### src/rtl/varint_msb_first_decoder_defines.svh
// ----------------------------------------------------------------------------
// varint_msb_first_decoder_defines
// assertion macros used by the varint decoder top level
// ----------------------------------------------------------------------------
`ifndef VARINT_MSB_FIRST_DECODER_DEFINES_SVH
`define VARINT_MSB_FIRST_DECODER_DEFINES_SVH

// same-cycle implication, sampled on clk, off during rst
`define VMFD_ASSERT_NOW(lbl, ante, cons, msg) \
  lbl: assert property (@(posedge clk) disable iff (rst) (ante) |-> (cons)) else $error(msg);

// next-cycle implication, sampled on clk, off during rst
`define VMFD_ASSERT_NEXT(lbl, ante, cons, msg) \
  lbl: assert property (@(posedge clk) disable iff (rst) (ante) |=> (cons)) else $error(msg);

`endif

### src/rtl/vmfd_pkg.sv
// ----------------------------------------------------------------------------
// vmfd_pkg
// types and constants for the msb-first varint decoder
// ----------------------------------------------------------------------------
package vmfd_pkg;

  localparam int unsigned ACC_W   = 64;
  localparam int unsigned COUNT_W = 4;
  localparam int unsigned BYTE_W  = 8;
  localparam int unsigned GROUP_W = 7;

  localparam logic [COUNT_W-1:0] MAX_OCTETS = 4'd10;

  localparam logic [BYTE_W-1:0] LEAD_UNSIGNED   = 8'h81;
  localparam logic [BYTE_W-1:0] LEAD_SIGNED_POS = 8'h80;
  localparam logic [BYTE_W-1:0] LEAD_SIGNED_NEG = 8'hff;

  localparam int unsigned CONT_BIT = 7;
  localparam int unsigned SIGN_BIT = 6;

  typedef enum logic [1:0] {
    ST_OK       = 2'd0,
    ST_TOO_LONG = 2'd1,
    ST_TRUNC    = 2'd2,
    ST_BAD_LEAD = 2'd3
  } status_t;

  typedef struct packed {
    logic [ACC_W-1:0]   acc;
    logic [COUNT_W-1:0] octets;
    logic [BYTE_W-1:0]  lead;
    logic               sgn;
    logic               discarding;
  } dec_state_t;

  typedef struct packed {
    logic [ACC_W-1:0]   value;
    logic [COUNT_W-1:0] count;
    status_t            status;
  } dec_result_t;

endpackage

### src/rtl/varint_msb_first_decoder.sv
// ----------------------------------------------------------------------------
// varint_msb_first_decoder
// msb-first varint decoder, one octet per word, 64-bit results
// ----------------------------------------------------------------------------
// Takes one octet per word and sustains one word per clock cycle as long as
// results are taken when offered; a word that gives a result waits in the
// input register while an earlier result is stalled on the output. An input
// word goes through an input register, then one pass of shift/compare logic
// into the output register; the loop through the accumulator register sets
// this rate. Words that produce no result (continuation octets and dropped
// octets after an error) move on even while the output is stalled.
// Errors give a zero value and count with a nonzero status; after an error
// octets are dropped up to the buffer end.
module varint_msb_first_decoder (
  input  logic        clk,
  input  logic        rst,
  input  logic        s_axis_tvalid,
  output logic        s_axis_tready,
  input  logic [7:0]  s_axis_tdata,   // data_byte
  input  logic        s_axis_tuser,   // signed_mode
  input  logic        s_axis_tlast,   // buffer_end
  output logic        m_axis_tvalid,
  input  logic        m_axis_tready,
  output logic [71:0] m_axis_tdata,   // decoded_value, octet_count, zero pad
  output logic [1:0]  m_axis_tuser    // status
);
  import vmfd_pkg::*;
  `include "varint_msb_first_decoder_defines.svh"

  logic              in_valid;
  logic [BYTE_W-1:0] in_byte;
  logic              in_signed;
  logic              in_end;

  dec_state_t  st;
  dec_state_t  st_next;
  logic        emit;
  dec_result_t res;

  logic        out_valid;
  dec_result_t out_res;
  logic        fire;

  vmfd_step u_step (
    .st          (st),
    .data_byte   (in_byte),
    .signed_mode (in_signed),
    .buffer_end  (in_end),
    .st_next     (st_next),
    .emit        (emit),
    .res         (res)
  );

  assign fire          = in_valid && (!out_valid || m_axis_tready || !emit);
  assign s_axis_tready = !in_valid || fire;

  always_ff @(posedge clk) begin
    if (rst) begin
      in_valid <= 1'b0;
    end else if (s_axis_tready) begin
      in_valid <= s_axis_tvalid;
    end
  end

  always_ff @(posedge clk) begin
    if (s_axis_tvalid && s_axis_tready) begin
      in_byte   <= s_axis_tdata;
      in_signed <= s_axis_tuser;
      in_end    <= s_axis_tlast;
    end
  end

  always_ff @(posedge clk) begin
    if (rst) begin
      st <= '0;
    end else if (fire) begin
      st <= st_next;
    end
  end

  always_ff @(posedge clk) begin
    if (rst) begin
      out_valid <= 1'b0;
    end else if (fire && emit) begin
      out_valid <= 1'b1;
    end else if (m_axis_tready) begin
      out_valid <= 1'b0;
    end
  end

  always_ff @(posedge clk) begin
    if (fire && emit) begin
      out_res <= res;
    end
  end

  assign m_axis_tvalid = out_valid;
  assign m_axis_tdata  = {4'd0, out_res.count, out_res.value};
  assign m_axis_tuser  = out_res.status;

  `VMFD_ASSERT_NOW(a_octets_max, 1'b1, st.octets <= MAX_OCTETS,
    "octet count ran past ten")
  `VMFD_ASSERT_NOW(a_discard_idle, st.discarding, st.octets == '0,
    "partial integer held while discarding")
  `VMFD_ASSERT_NOW(a_err_zero, out_valid && (out_res.status != ST_OK),
    (out_res.value == '0) && (out_res.count == '0), "error result not zeroed")
  `VMFD_ASSERT_NOW(a_ok_count, out_valid && (out_res.status == ST_OK),
    (out_res.count != '0) && (out_res.count <= MAX_OCTETS), "bad octet count on success")
  `VMFD_ASSERT_NEXT(a_no_overwrite, out_valid && !m_axis_tready,
    out_valid && $stable(out_res), "stalled result overwritten")

endmodule

### src/rtl/vmfd_step.sv
// ----------------------------------------------------------------------------
// vmfd_step
// next-state and result logic for one octet of the varint decoder
// ----------------------------------------------------------------------------
module vmfd_step (
  input  vmfd_pkg::dec_state_t               st,
  input  logic [vmfd_pkg::BYTE_W-1:0]        data_byte,
  input  logic                               signed_mode,
  input  logic                               buffer_end,
  output vmfd_pkg::dec_state_t               st_next,
  output logic                               emit,
  output vmfd_pkg::dec_result_t              res
);
  import vmfd_pkg::*;

  logic               first;
  logic [ACC_W-1:0]   acc_base;
  logic [ACC_W-1:0]   acc_shifted;
  logic [BYTE_W-1:0]  lead;
  logic               sgn;
  logic [COUNT_W-1:0] count;
  logic               lead_ok;

  always_comb begin
    first       = (st.octets == '0);
    acc_base    = first ? {ACC_W{signed_mode & data_byte[SIGN_BIT]}} : st.acc;
    lead        = first ? data_byte : st.lead;
    sgn         = first ? signed_mode : st.sgn;
    acc_shifted = {acc_base[ACC_W-GROUP_W-1:0], data_byte[GROUP_W-1:0]};
    count       = st.octets + 4'd1;
    if (sgn) begin
      lead_ok = (lead == LEAD_SIGNED_POS) || (lead == LEAD_SIGNED_NEG);
    end else begin
      lead_ok = (lead == LEAD_UNSIGNED);
    end
  end

  always_comb begin
    st_next    = st;
    emit       = 1'b0;
    res.value  = '0;
    res.count  = '0;
    res.status = ST_OK;
    if (st.discarding) begin
      // drop words up to and including the buffer end
      st_next.discarding = ~buffer_end;
    end else if (st.octets == MAX_OCTETS) begin
      st_next            = '0;
      st_next.discarding = ~buffer_end;
      emit               = 1'b1;
      res.status         = ST_TOO_LONG;
    end else if (data_byte[CONT_BIT]) begin
      if (buffer_end) begin
        st_next    = '0;
        emit       = 1'b1;
        res.status = ST_TRUNC;
      end else begin
        st_next.acc    = acc_shifted;
        st_next.octets = count;
        st_next.lead   = lead;
        st_next.sgn    = sgn;
      end
    end else if ((count == MAX_OCTETS) && !lead_ok) begin
      st_next            = '0;
      st_next.discarding = ~buffer_end;
      emit               = 1'b1;
      res.status         = ST_BAD_LEAD;
    end else begin
      st_next    = '0;
      emit       = 1'b1;
      res.value  = acc_shifted;
      res.count  = count;
      res.status = ST_OK;
    end
  end

endmodule

### config.mk
export PLATFORM = sky130hd
export DESIGN_NAME = varint_msb_first_decoder
export DESIGN_NICKNAME = d
export VERILOG_FILES = /design/src/rtl/vmfd_pkg.sv /design/src/rtl/varint_msb_first_decoder.sv /design/src/rtl/vmfd_step.sv
export VERILOG_INCLUDE_DIRS = /design/src /design/src/rtl
export SDC_FILE = /design/constraint.sdc
export NUM_CORES = 1
export LEC_CHECK = 0
export BUFFER_PORTS_ARGS = -buffer_cell sky130_fd_sc_hd__buf_2
export CAP_MARGIN = 20
export CORE_UTILIZATION = 60
export CTS_CLUSTER_DIAMETER = 50
export DETAILED_ROUTE_END_ITERATION = 6
export PLACE_DENSITY = 0.87
export SYNTH_ARGS = -nofsm -noshare
export SYNTH_HDL_FRONTEND = slang
export SYNTH_HIERARCHICAL = 1
export SYNTH_SLANG_ARGS = --single-unit
### constraint.sdc
create_clock -name clk -period 4.2 [get_ports clk]
set_input_delay 0.21 -clock clk [delete_from_list [all_inputs] [get_ports clk]]
set_output_delay 0.21 -clock clk [all_outputs]
set_load 0.03 [all_outputs]
Yosys cells after proc, flatten, opt, wreduce, memory -nomap -nowiden
Index checks and enable logic that the tools add are counted.
{"block": "classes", "add_sub_neg": 1, "n_mul": 0, "n_div": 0, "magnitude_cmp": 0, "eq_ne": 5, "shifts": 0, "muxes": 19, "n_bitwise": 3, "n_reduce_logical": 17}
{"operator": "71-bit 2-to-1 mux", "count": 2}
{"operator": "70-bit 2-to-1 mux", "count": 1}
{"operator": "57-bit 2-to-1 mux", "count": 1}
{"operator": "8-bit == test, second input constant", "count": 3}
{"operator": "1-bit 2-to-1 mux", "count": 11}
{"operator": "4-bit == test, second input constant", "count": 2}
{"operator": "8-bit 2-to-1 mux", "count": 1}
{"operator": "2-bit 2-to-1 mux", "count": 3}
{"operator": "4-bit by 1-bit adder with 4-bit output, second input constant", "count": 1}
{"operator": "1-bit logical AND", "count": 4}
{"operator": "1-bit zero test", "count": 4}
{"operator": "4-bit zero test", "count": 1}
{"operator": "1-bit logical OR", "count": 4}
{"operator": "4-bit OR reduction", "count": 1}
{"operator": "1-bit NOT", "count": 2}
{"operator": "2-bit AND reduction", "count": 1}
{"operator": "2-bit nonzero test", "count": 1}
{"operator": "2-bit OR reduction", "count": 1}
{"operator": "1-bit AND", "count": 1}
{"block": "totals", "regBits": 153, "latchBits": 0, "ram_bits": 0, "rom_bits": 0, "inputBits": 14, "out_inout_bits": 76, "word_cells": 59, "mem_count": 0}

Longest topological paths before layout
Gate-level depths: netlist of the first run.
{"block": "logic_depth", "word_depth": 11, "mapped_depth": 10, "ltp_nobuf": 8}

Modules after synthesis
The synthesis of the first run kept the hierarchy.
{"module": "varint_msb_first_decoder", "n_inst": 1, "cells_per_inst": 434, "area_per_inst_um2": 5998.3}
{"module": "vmfd_step", "n_inst": 1, "cells_per_inst": 450, "area_per_inst_um2": 2532.4}

Worst setup path after synthesis of the first run
Ideal clock, no wire load.
{"block": "synth_path", "path_type": "reg-to-reg", "start": "register st[10] (netlist name)", "end": "register out_res (netlist bit m_axis_tdata[0]) (enable)", "setup_time_ns": 0.436, "t_arrival_ns": 3.173, "required_time_ns": 3.764, "path_slack_ns": 0.591, "stages_incl_launch_ff": 10, "path_buffers": 3, "synth_period_minus_slack_ns": 3.609, "path_cell_list": "dfxtp_1 > inv_1 > ha_1 > nand3b_1 > a21oi_1 > a21boi_2 > buf_6 > buf_6 > buf_6 > and2_1"}
{"block": "synth_between", "elab_chain_cells": 7}
{"element": "4-bit == test *", "line": "vmfd_step.sv:47", "rtl": "end else if (st.octets == MAX_OCTETS) begin"}
{"element": "1-bit 2-to-1 mux *", "line": "vmfd_step.sv:47"}
{"element": "1-bit 2-to-1 mux *", "line": "vmfd_step.sv:44", "rtl": "if (st.discarding) begin"}
{"element": "via emit", "line": "varint_msb_first_decoder.sv:37", "rtl": "logic emit;"}
{"element": "1-bit zero test", "line": "varint_msb_first_decoder.sv:54", "rtl": "assign fire = in_valid && (!out_valid || m_axis_tready || !emit);"}
{"element": "1-bit logical OR", "line": "varint_msb_first_decoder.sv:54"}
{"element": "1-bit logical AND", "line": "varint_msb_first_decoder.sv:54"}
{"element": "1-bit logical AND *", "line": "varint_msb_first_decoder.sv:92", "rtl": "if (fire && emit) begin"}
{"element": "to (signal assigned)", "line": "varint_msb_first_decoder.sv:93", "rtl": "out_res <= res;"}
{"element": "to (decl)", "line": "varint_msb_first_decoder.sv:41", "rtl": "dec_result_t out_res;"}
Mark *: on every way through the listed nets, which the timed path passes. The rest lies on a longest branch.
A chain may end at the register's enable or synchronous reset.

Worst setup path in the final report of the first run
{"block": "layout_path", "start": "register st[10] (netlist name)", "end": "register st[70] (netlist name)"}
{"block": "layout_between", "elab_chain_cells": 7, "word_cells_on_any_way": 12, "classes_between": "eq/ne: 1; mux: 6; reduce/logical: 5"}
{"element": "4-bit == test", "line": "vmfd_step.sv:47"}
{"element": "1-bit 2-to-1 mux", "line": "vmfd_step.sv:47"}
{"element": "1-bit 2-to-1 mux", "line": "vmfd_step.sv:44"}
{"element": "1-bit zero test", "line": "varint_msb_first_decoder.sv:54"}
{"element": "1-bit logical OR", "line": "varint_msb_first_decoder.sv:54"}
{"element": "1-bit logical AND", "line": "varint_msb_first_decoder.sv:54"}
{"element": "2-bit AND reduction (no source line)"}
Several ways; a longest one is shown, not always the timed one.

==> results of run 1 <==
[layer usage]
metal	track usage (%)	wire length (µm)
met5	0	0
met4	8.703	306
met3	6.564	819
met2	39.84	8209
met1	32.42	7679
[layout make-up]
cell class	count	area share, %
Clock buffer	23	5.420
Clock inverter	9	0.7588
Inverter	5	0.2033
Multi-Input combinational cell	604	42.25
Sequential cell	153	41.86
Tap cell	176	2.385
Timing Repair Buffer	111	7.127
[placed cells by master (no fill, tap or decap), types with 8 or more instances in the layout]
cell type and count:
sky130_fd_sc_hd__a21oi_1 42, sky130_fd_sc_hd__a21oi_2 30, sky130_fd_sc_hd__a22o_1 16, sky130_fd_sc_hd__buf_2 85
sky130_fd_sc_hd__buf_4 15, sky130_fd_sc_hd__clkbuf_16 19, sky130_fd_sc_hd__dfxtp_1 72, sky130_fd_sc_hd__dlygate4sd3_1 10
sky130_fd_sc_hd__edfxtp_1 80, sky130_fd_sc_hd__mux2i_1 72, sky130_fd_sc_hd__nand2_1 65, sky130_fd_sc_hd__nand2b_1 142
sky130_fd_sc_hd__nand3b_1 57, sky130_fd_sc_hd__nand4_1 8, sky130_fd_sc_hd__nor2_1 66, sky130_fd_sc_hd__o21ai_0 51
[worst reg2reg max path, stage by stage, from the launching register on]
cell and delay, ns:
sky130_fd_sc_hd__dfxtp_1 0.36, sky130_fd_sc_hd__inv_1 0.15, sky130_fd_sc_hd__ha_1 0.20, sky130_fd_sc_hd__nor3b_4 0.31, sky130_fd_sc_hd__buf_4 0.57, sky130_fd_sc_hd__nand2_2 0.08, sky130_fd_sc_hd__buf_4 0.31, sky130_fd_sc_hd__nand2_1 0.12
sky130_fd_sc_hd__buf_4 0.41, sky130_fd_sc_hd__o21ai_0 0.24, sky130_fd_sc_hd__nand2b_1 0.11, sky130_fd_sc_hd__mux2i_1 0.07
[power breakdown]
group | internal [mW] | total [mW] | switching [mW]
registers | 1.62 | 1.65 | 0.0250
logic | 0.124 | 0.338 | 0.214
clock network | 0.890 | 1.47 | 0.581
[registers in the layout, summed over array words and instances, names as in the netlist]
register / flops
in_signed: 1
st: 71
in_valid: 1
m_axis_tuser: 2
m_axis_tvalid: 1
m_axis_tdata: 68
in_end: 1
in_byte: 8
[worst max path at each step]
| stage | slack (ns) | cells past startpoint | to | start |
|---|---|---|---|---|
| global route | 0.89 | 11 | st[70]$_SDFFE_PP0P_ | st[10]$_SDFFE_PP0P_ |
| floorplan | 0.66 | 9 | m_axis_tdata[0]$_DFFE_PP_ | st[10]$_SDFFE_PP0P_ |
| detailed placement | 1.20 | 11 | st[70]$_SDFFE_PP0P_ | st[10]$_SDFFE_PP0P_ |
| finish | 1.10 | 11 | st[70]$_SDFFE_PP0P_ | st[10]$_SDFFE_PP0P_ |
| global placement | 1.34 | 11 | st[68]$_SDFFE_PP0P_ | st[10]$_SDFFE_PP0P_ |
| CTS | 1.14 | 11 | st[55]$_SDFFE_PP0P_ | st[10]$_SDFFE_PP0P_ |
[stage by stage]
stage | instances | hold WS [ns] | setup slack (ns) | power [mW] | utilization, %
floorplan | 845 | 0.3089 | 0.6625 | 1.937 | -
global placement | 1037 | 0.3859 | 1.336 | 1.997 | 64.46
detailed placement | 1037 | 0.3881 | 1.197 | 2.004 | 64.46
CTS | 1079 | 0.03558 | 1.141 | 3.462 | 69.52
global route | 1081 | 0.05927 | 0.8934 | 3.568 | 69.73
finish | 1081 | 0.04663 | 1.104 | 3.458 | 69.73
==> metrics list, run 1 <==
- The run finished with clean final reports.
- Clock latency reported for the late side of the worst-skew pair: 0.43 ns
* Sum of negative setup slack: 0 ns
- Via count of the routed design: 6221
- Standard-cell row count: 42
- Part of the cycle the worst path needs: 73.71%
- Summing all non-filler instances in the final layout gives an area of 9234 µm².
- Hold violation total from the final report: 0
- Total routed wirelength: 17.01 mm
* Vias in the first global route: 5739
* Antenna violations before repair: 0
- The total area inside the core boundary comes to about 13000 µm².
- Across the whole layout, storage elements account for 3865 µm².
- In this run the vertical extent of the chip is 118.7 µm.
- Multi-input gate area: 3901 µm²
- Setup violations remaining at the end of the flow were counted as 0.
- The critical path is of the register to register type.
* Number of sinks on the clock net: 153
- The tool flagged a number of max-cap violations equal to 0.
* DP HPWL: 9.956 mm
* Worst reg-to-reg path cell count: 11
- In this run the count of I/O pins placed on the die edge is 90.
* Global-route wire length before repair: between 20 and 30 mm
- At the end of the flow, the number of nets in the layout was just over 900.
- Global routing consumed, over all layers together, about a quarter of the routing resources.
- Number of input and output port buffers inserted: 85
* Clock tree from TritonCTS: yes
* Pin count of the biggest net entering global routing: 90
* Worst max-slew margin expressed relative to the limit: about a third
- The die covers 14090 µm².
- The slowest stage of the critical path belongs to the cell sky130_fd_sc_hd__buf_4.
- Total count of max-transition violations in the final report: 0
- Maximum number of buffers from clock root to sink: 2
- Once placement finished, the instance area stood at 8536 µm².
- Summed over all cells, the static leakage comes to 3.447 nW.
* Flop2flop setup slack: 1.10 ns
- Crit Path Max Fanout: 57
- Post-CTS repair changed the size of 0 cells.
- Setup repair after global routing left no endpoint under its margin.
- Ratio of cells with drive above 1 in the final layout: 18.90%
* Actual slew at the worst max-slew pin: between 0.9 and 1 ns
* Cts-stage hold buffer count: 10
- Clock skew on the completed layout was measured at 0.004124 ns.
* Clk Tree Root Cell: sky130_fd_sc_hd__clkbuf_16
- Along the worst hold path, the cell count comes to 3.
* Arrival time worst endpoint: 3.37 ns
* Critical register-to-register path endpoint: st[70]$_SDFFE_PP0P_
- Compared with the post-synthesis result, the final layout area differs by 13.00%.
* GRT overflow: 0
- After detailed routing, the average wire length per cell comes to between 15 and 20 µm.
- Worst-path clk slew: around 0.060 ns
- At the end of routability-driven placement, the weighted congestion stood at around 0.80.
- Startpoint Class: register
- Most frequent CP cell: sky130_fd_sc_hd__buf_4
- Using the TritonRoute via totals, the vias-per-cell ratio works out to between 5 and 6.
- Series of cell instances along the critical path: inv_1 > ha_1 > nor3b_4 > buf_4 > nand2_2 > buf_4 > nand2_1 > buf_4 > o21ai_0 > nand2b_1 > mux2i_1
* Number of warnings reported in the yosys synthesis log: 6
* Width of the die: 118.7 µm
- The worst setup path is captured at a register.
- Number of detailed-route iterations in the first pass: 5
- H-tree level count: 4
- Dividing total power by cell area gives a power density of 374.5 nW/µm².
- The number of antenna diodes in the final layout is 0.
- The worst hold path begins at s_axis_tvalid.
- After synthesis the cells add up to 8172 µm².
- After detailed routing, the number of remaining DRC violations is 0.
- The number of buffers and inverters on the critical path is 4.
- TritonCTS buffer count: 17
- Min cycle time layout: around 3.1 ns
- Number of inserted filler cells in the final layout: between 900 and 1000
- R2r startpoint: st[10]$_SDFFE_PP0P_
- Static timing analysis puts the maximum clock frequency at 323.0 MHz.
- Once the floorplan was initialized, standard cells occupied 61.71% of the core.
- Crit path largest cell delay: between 0.5 and 0.6 ns
- The path with the worst hold slack has its endpoint at in_valid$_SDFFE_PP0P_.
* Synthesized area divided by synthesized cell count: approximately 9.7 µm²
- Dominant delay contributor by cell family on the critical path: buffers and inverters
- Post-route antenna net violation count: 0
- Critical Path RT: 4.48 ns
- Maximum vdd drop: approximately 0.00022 V
* Worst hold-check path type: input port to register
- Cell count after synthesis: 842
- Setup Fix Bufs, Post-CTS: 0
- Number of DRC markers after the initial detailed-route iteration: a little under 700
(Power assumes the default switching activity.)
==> run 2: changes to the inputs <==
==> constraint.sdc (replaced) <==
create_clock -name clk -period 2.9 [get_ports clk]
set_input_delay 0.145 -clock clk [delete_from_list [all_inputs] [get_ports clk]]
set_output_delay 0.145 -clock clk [all_outputs]
set_load 0.03 [all_outputs]
==> run 2 against run 1 <==
Final cell count barely moved. Combinational power is 48% higher. Flip-flop and latch count unchanged. Clock-buffer cell count shrank 1.
==> metrics list, run 2 (synthesis gave the netlist of run 1 again) <==
- The run finished with clean final reports.
* RSZ-0062 raised after global routing: no
* Crit Path Max Fanout: 33 (-42%)
* Max-capacitance violation count: 0 (unchanged)
- The number of sinks on the clock net came to 153 (unchanged).
- The clock latency at the later pin of the worst-skew pair was 0.43 ns (about the same).
- Endpoint kind of the worst setup timing path: register
- The area enclosed by the die boundary is 14090 µm² (unchanged).
* Via count of the routed design: 6268 (+0.76%)
- The slew at the pin with the worst max-slew slack came to 1.040 ns (+0.06608 ns).
* Routed len/inst: 16.61 µm (+5.5%)
* Critical Path RT: 3.17 ns (-1.31 ns)
- The core footprint was 13240 µm² (unchanged).
- Count of unresolved DRC violations after routing: 0 (unchanged)
- Post-route antenna net violation count: 0 (unchanged)
* Maximum vdd drop: 0.0003789 V (+75%)
- The smallest setup slack after layout is 0.1195 ns (-0.9847 ns).
- Layout Nets: 911 (+0.11%)
- Design Power: 5.316 mW (+54%)
- DP HPWL: 9.952 mm (about the same)
- The worst-case register-to-register setup slack is 0.12 ns (-0.98 ns).
* Leading cell type in the layout, fill and taps excluded: sky130_fd_sc_hd__nand2b_1
- The layout cell share with drive strength beyond 1 came to 19.09% (+0.20 points).
- st holds more flip-flops than any other register.
* Width of the die: 118.7 µm (unchanged)
- Die Height: 118.7 µm (unchanged)
- Layout Cells excl Fill: 1082 (+0.093%)
- The arrival time at the worst endpoint came to 3.05 ns (-0.32 ns).
- Clock tree from TritonCTS: yes
- Vias per cell: 5.793 (+0.66%)
- Walking the worst path, the cells encountered are inv_1 > ha_1 > nor3b_4 > nor4_1 > and4bb_4 > a21oi_2.
- The global placer's final weighted congestion is 0.8022 (+0.75%).
- Setup Fix Bufs, Post-CTS: 0 (unchanged)
* Io pins: 90 (unchanged)
- Multi-input gate area: 3918 µm² (+0.42%)
* Global-route wire length before repair: 28.90 mm (+4.5%)
- Part of the cycle the worst path needs: 95.88% (+22 points)
- The slowest stage of the critical path belongs to the cell sky130_fd_sc_hd__nor4_1.
- Hold violation total from the final report: 0 (unchanged)
- Power density cells: 565.6 nW/µm² (+51%)
- Register Area: 3865 µm² (unchanged)
* Total count of max-transition violations in the final report: 0 (unchanged)
- Number of inserted filler cells in the final layout: 938 (-1.7%)
- The largest stage delay on the critical path is 0.91 ns (+0.34 ns).
* Antenna violations before repair: 0 (unchanged)
- The highest achievable clock rate came to 359.6 MHz (+11%).
* Worst setup path class: register to register
- The number of buffer cells added on primary ports is 85 (unchanged).
- Startpoint Class: register
* GRT overflow: 0 (unchanged)
- Total routed wirelength: 17.97 mm (+5.6%)
- Number of DRC markers after the initial detailed-route iteration: 602 (-12%)
- The starting density of the core came to 61.71% (unchanged).
- Clk Tree Root Cell: sky130_fd_sc_hd__clkbuf_16
- The maximum number of buffers from clock root to sink was 2 (unchanged).
- The count of TritonRoute iterations in the first routing pass came to 6 (+1).
- The leakage power summed over all cells is 3.510 nW (+1.8%).
* Worst hold-check path type: input port to register
- The worst setup slack before clock tree synthesis is 0.1222 ns (-1.075 ns).
* Area overhead of the layout relative to synthesis: 15.02%
- The worst slack on hold paths is 0.06429 ns (+0.01766 ns).
- Cell Count Post-Placement: 1037 (unchanged)
- Highest-count cells in the layout ignoring fill and taps: sky130_fd_sc_hd__nand2b_1, sky130_fd_sc_hd__buf_2, sky130_fd_sc_hd__edfxtp_1
- Vias in the first global route: 6031 (+5.1%)
- Worst max-slew margin expressed relative to the limit: 30.01% (-5.0 points)
- The CTS clock-pin slew for the worst setup and hold paths was 0.06 ns (about the same).
- Sum of negative setup slack: 0 ns (unchanged)
* Total routing usage reported by global routing: 25.94% (+1.1 points)
- The flip-flop count of the largest register, all copies and words added is 71 (unchanged).
- The number of rows in the core area came to 42 (unchanged).
- The total clock buffers created by CTS is 17 (unchanged).
- The diode insertion count for antenna repair came to 0 (unchanged).
- The shortest period the worst path allows came to 2.781 ns (-0.3153 ns).
- Total setup violations reported at the end of the flow: 0 (unchanged)
* Largest clock skew in the final design: 0.008342 ns (+0.004218 ns)
- Pin count of the biggest net entering global routing: 145 (+61%)
* H-tree level count: 4 (unchanged)
[run 2: layout make-up]
cell class	count	share of cell area [%]
clock buffers	22	5.285
clock inverters	10	1.677
inverters	5	0.1997
multi-input cells	605	41.68
flip-flops and latches	153	41.12
well taps	176	2.343
repair buffers	111	7.694
[run 2: power by group]
part	switching [mW]	leakage [nW]	internal, mW
registers	0.0362	1.37	2.35
clock network	0.864	0.319	1.57
logic	0.314	1.82	0.186
total	1.21	3.51	4.10
[run 2: through the flow]
step                util, %  cell area, µm²
finish                70.98            9399
global route          70.98            9399
CTS                   70.80            9375
detailed placement    65.02            8611
global placement      65.02            8611
floorplan                 -            8184
[run 2: path summary, 6_finish.rpt]
check	cells past startpoint	startpoint	end
worst max-delay path	6	st[10]$_SDFFE_PP0P_	m_axis_tdata[21]$_DFFE_PP_
worst min-delay path	4	m_axis_tready	in_valid$_SDFFE_PP0P_
worst max register to register	6	st[10]$_SDFFE_PP0P_	m_axis_tdata[21]$_DFFE_PP_
worst min register to register	2	st[30]$_SDFFE_PP0P_	st[30]$_SDFFE_PP0P_
[run 2: worst max-delay path, delay by kind of cell, from the launching register on]
kind                     cells  cell delay, ns
adder cells (fa/ha/maj)      1            0.24
AND/OR/NAND/NOR              3            1.59
flip-flops                   1            0.41
buffers and inverters        1            0.13
AO/OA/AOI/OAI                1            0.24
[run 2: routing by layer]
metal	share of wire, %	wire length, µm	track usage [%]
met5	0	0	0
met4	2.3	405	11.47
met3	6.2	1113	4.730
met2	48	8704	42.32
met1	43	7746	33.64
[run 2: timing repair]
action,4_1_cts,5_1_grt
hold buffers,11,0
gates resized for setup,0,1
setup endpoints to repair,0,61
endpoints found under the hold margin,11,0
==> run 3: changes to the inputs <==
--- a/config.mk
+++ b/config.mk
@@ -12,6 +12,7 @@
 export CTS_CLUSTER_DIAMETER = 50
 export DETAILED_ROUTE_END_ITERATION = 6
 export PLACE_DENSITY = 0.87
+export RECOVER_POWER = 25
 export SYNTH_ARGS = -nofsm -noshare
 export SYNTH_HDL_FRONTEND = slang
 export SYNTH_HIERARCHICAL = 1
==> run 3 against run 2 <==
Routed wire length up 0.48%. Fmax grew 1.1%. Final cell count unchanged. Clock-buffer cell count stayed put. Hold slack worse by 0.0014 ns. Power down 0.16%. Critical path type unchanged.
==> metrics list, run 3 (synthesis gave the netlist of run 1 again) <==
- Result of the run: completed
* Min cycle time layout: 2.752 ns (-0.02893 ns)
- The highest achievable clock rate came to 363.4 MHz (+1.1%).
- Power density cells: 569.7 nW/µm² (+0.72%)
- The number of sinks on the clock net is 153 (unchanged).
* Part of the cycle the worst path needs: 94.88% (-1.0 points)
- Arrival time worst endpoint: 3.02 ns (-0.03 ns)
- Setup Fix Bufs, Post-CTS: 0 (unchanged)
- The diode insertion count for antenna repair was 0 (unchanged).
- The layout cell share with drive strength beyond 1 came to 11.81% (-7.3 points).
- Via count of the routed design: 6243 (-0.40%)
- The remaining routing DRC violations came to 0 (unchanged).
- The global-route wire length before repair is 28.90 mm (unchanged).
* Worst setup path class: register to register
- Number of input and output port buffers inserted: 85 (unchanged)
- Io pins: 90 (unchanged)
- Routed len/inst: 16.69 µm (+0.48%)
- The largest stage delay on the critical path is 0.86 ns (-0.05 ns).
* Actual slew at the worst max-slew pin: 0.9983 ns (-0.04199 ns)
- The tree is rooted in a sky130_fd_sc_hd__clkbuf_16.
- Worst Slack Setup Final: 0.1484 ns (+0.02893 ns)
- The area enclosed by the die boundary is 14090 µm² (unchanged).
* Startpoint Class: register
- The maximum vdd ir drop came to 0.0003774 V (-0.39%).
- Multi-input gate area: 3918 µm² (unchanged)
* Layout Cells excl Fill: 1082 (unchanged)
- RSZ-0062 raised after global routing: no
* Slowest cell on the critical path: sky130_fd_sc_hd__nor4_1
- Number of inserted filler cells in the final layout: 977 (+4.2%)
- Layout Nets: 911 (unchanged)
- Total setup violations reported at the end of the flow: 0 (unchanged)
- H-tree level count: 4 (unchanged)
* Register Area: 3865 µm² (unchanged)
* Highest-count cells in the layout ignoring fill and taps: sky130_fd_sc_hd__nand2b_1, sky130_fd_sc_hd__edfxtp_1, sky130_fd_sc_hd__mux2i_1, sky130_fd_sc_hd__dfxtp_1, sky130_fd_sc_hd__clkbuf_1
- TritonCTS built the clock tree.
- Vias in the first global route: 6031 (unchanged)
- The CTS clock-pin slew for the worst setup and hold paths was 0.06 ns (about the same).
- The placed cell count came to 1037 (unchanged).
- The total cell area at the placement stage is 8611 µm² (unchanged).
- Leading cell type in the layout, fill and taps excluded: sky130_fd_sc_hd__nand2b_1
* Antenna violations before repair: 0 (unchanged)
* TritonCTS buffer count: 17 (unchanged)
- Worst hold-check path type: input port to register
* Total routed wirelength: 18.06 mm (+0.48%)
* Core ar.: 13240 µm² (unchanged)
- The maximum number of buffers from clock root to sink came to 2 (unchanged).
- Number of detailed-route iterations in the first pass: 5 (-1)
- The required arrival time at the worst endpoint came to 3.17 ns (about the same).
- Relative to the synthesized area, the layout overhead comes to 14.01%.
- The via density per instance was 5.770 (-0.40%).
* Post-route antenna net violation count: 0 (unchanged)
- The worst setup slack before clock tree synthesis came to 0.1222 ns (unchanged).
* Die Height: 118.7 µm (unchanged)
- Pin count of the biggest net entering global routing: 145 (unchanged)
- Clock latency reported for the late side of the worst-skew pair: 0.43 ns (about the same)
- The starting density of the core came to 61.71% (unchanged).
- The total congestion overflow after global routing came to 0 (unchanged).
- The global placer's final weighted congestion is 0.8022 (unchanged).
* Sum of negative setup slack: 0 ns (unchanged)
- Largest clock skew in the final design: 0.007845 ns (-0.0004969 ns)
- The peak fanout along the critical path was 33 (unchanged).
- Pleak: 3.310 nW (-5.7%)
* Width of the die: 118.7 µm (unchanged)
* Hold violation total from the final report: 0 (unchanged)
- Worst hold margin: 0.06286 ns (-0.001426 ns)
* Total routing usage reported by global routing: 25.94% (unchanged)
- Largest register by flop count: st
- Number of DRC markers after the initial detailed-route iteration: 628 (+4.3%)
- Largest register FFs: 71 (unchanged)
- Max-capacitance violation count: 0 (unchanged)
- Worst max-slew margin expressed relative to the limit: 33.44% (+3.4 points)
- DP HPWL: 9.952 mm (unchanged)
- The worst setup path is captured at a register.
- Standard-cell row count: 42 (unchanged)
* Total count of max-transition violations in the final report: 0 (unchanged)
- Series of cell instances along the critical path: inv_1 > ha_1 > nor3b_4 > nor4_1 > and4bb_4 > a21oi_2
- The final design instance area without fill is 9316 µm² (-0.88%).
[run 3: worst max-delay path, delay by kind of cell (launching register included)]
kind / cells / cell delay [ns]
simple gates: 3 / 1.55
flops: 1 / 0.41
compound gates: 1 / 0.26
buf+inv: 1 / 0.13
fa+ha+maj: 1 / 0.24
[run 3: final cells by class]
cell class                      instances  share of cell area (%)
Multi-Input combinational cell        605                   42.05
Timing Repair Buffer                  111                   6.876
Clock buffer                           22                   5.332
Clock inverter                         10                   1.692
Tap cell                              176                   2.364
Inverter                                5                  0.2015
Sequential cell                       153                   41.49
[run 3: per-layer routing]
layer	share of wire (%)	track usage, %
met3	6.1	4.730
met4	2.1	11.47
met1	43	33.64
met5	0	0
met2	49	42.32
[run 3: timing repair]
action | 4_1_cts | 5_1_grt
endpoints found under the hold margin | 11 | 0
hold buffers | 11 | 0
setup endpoints to repair | 0 | 61
resized for setup | 0 | 1
[run 3: path summary, 6_finish.rpt]
kind | slack, ns | end | cells past startpoint | start
worst min register to register | 0.49 | st[64]$_SDFFE_PP0P_ | 2 | st[64]$_SDFFE_PP0P_
worst min-delay path | 0.06 | in_valid$_SDFFE_PP0P_ | 4 | m_axis_tready
worst max-delay path | 0.15 | m_axis_tdata[21]$_DFFE_PP_ | 6 | st[10]$_SDFFE_PP0P_
worst max register to register | 0.15 | m_axis_tdata[21]$_DFFE_PP_ | 6 | st[10]$_SDFFE_PP0P_
[run 3: stage by stage]
| stage | power (mW) | utilization (%) |
|---|---|---|
| after floorplan | 2.804 | - |
| after global placement | 2.903 | 65.02 |
| after detailed placement | 2.913 | 65.02 |
| after CTS | 5.336 | 70.80 |
| after global routing | 5.461 | 70.35 |
| final | 5.308 | 70.35 |
[run 3: report_power, final]
group          internal (mW)  total, mW  switching [mW]
clock                   1.57       2.43           0.864
combinational          0.176      0.490           0.314
sequential              2.35       2.39          0.0376
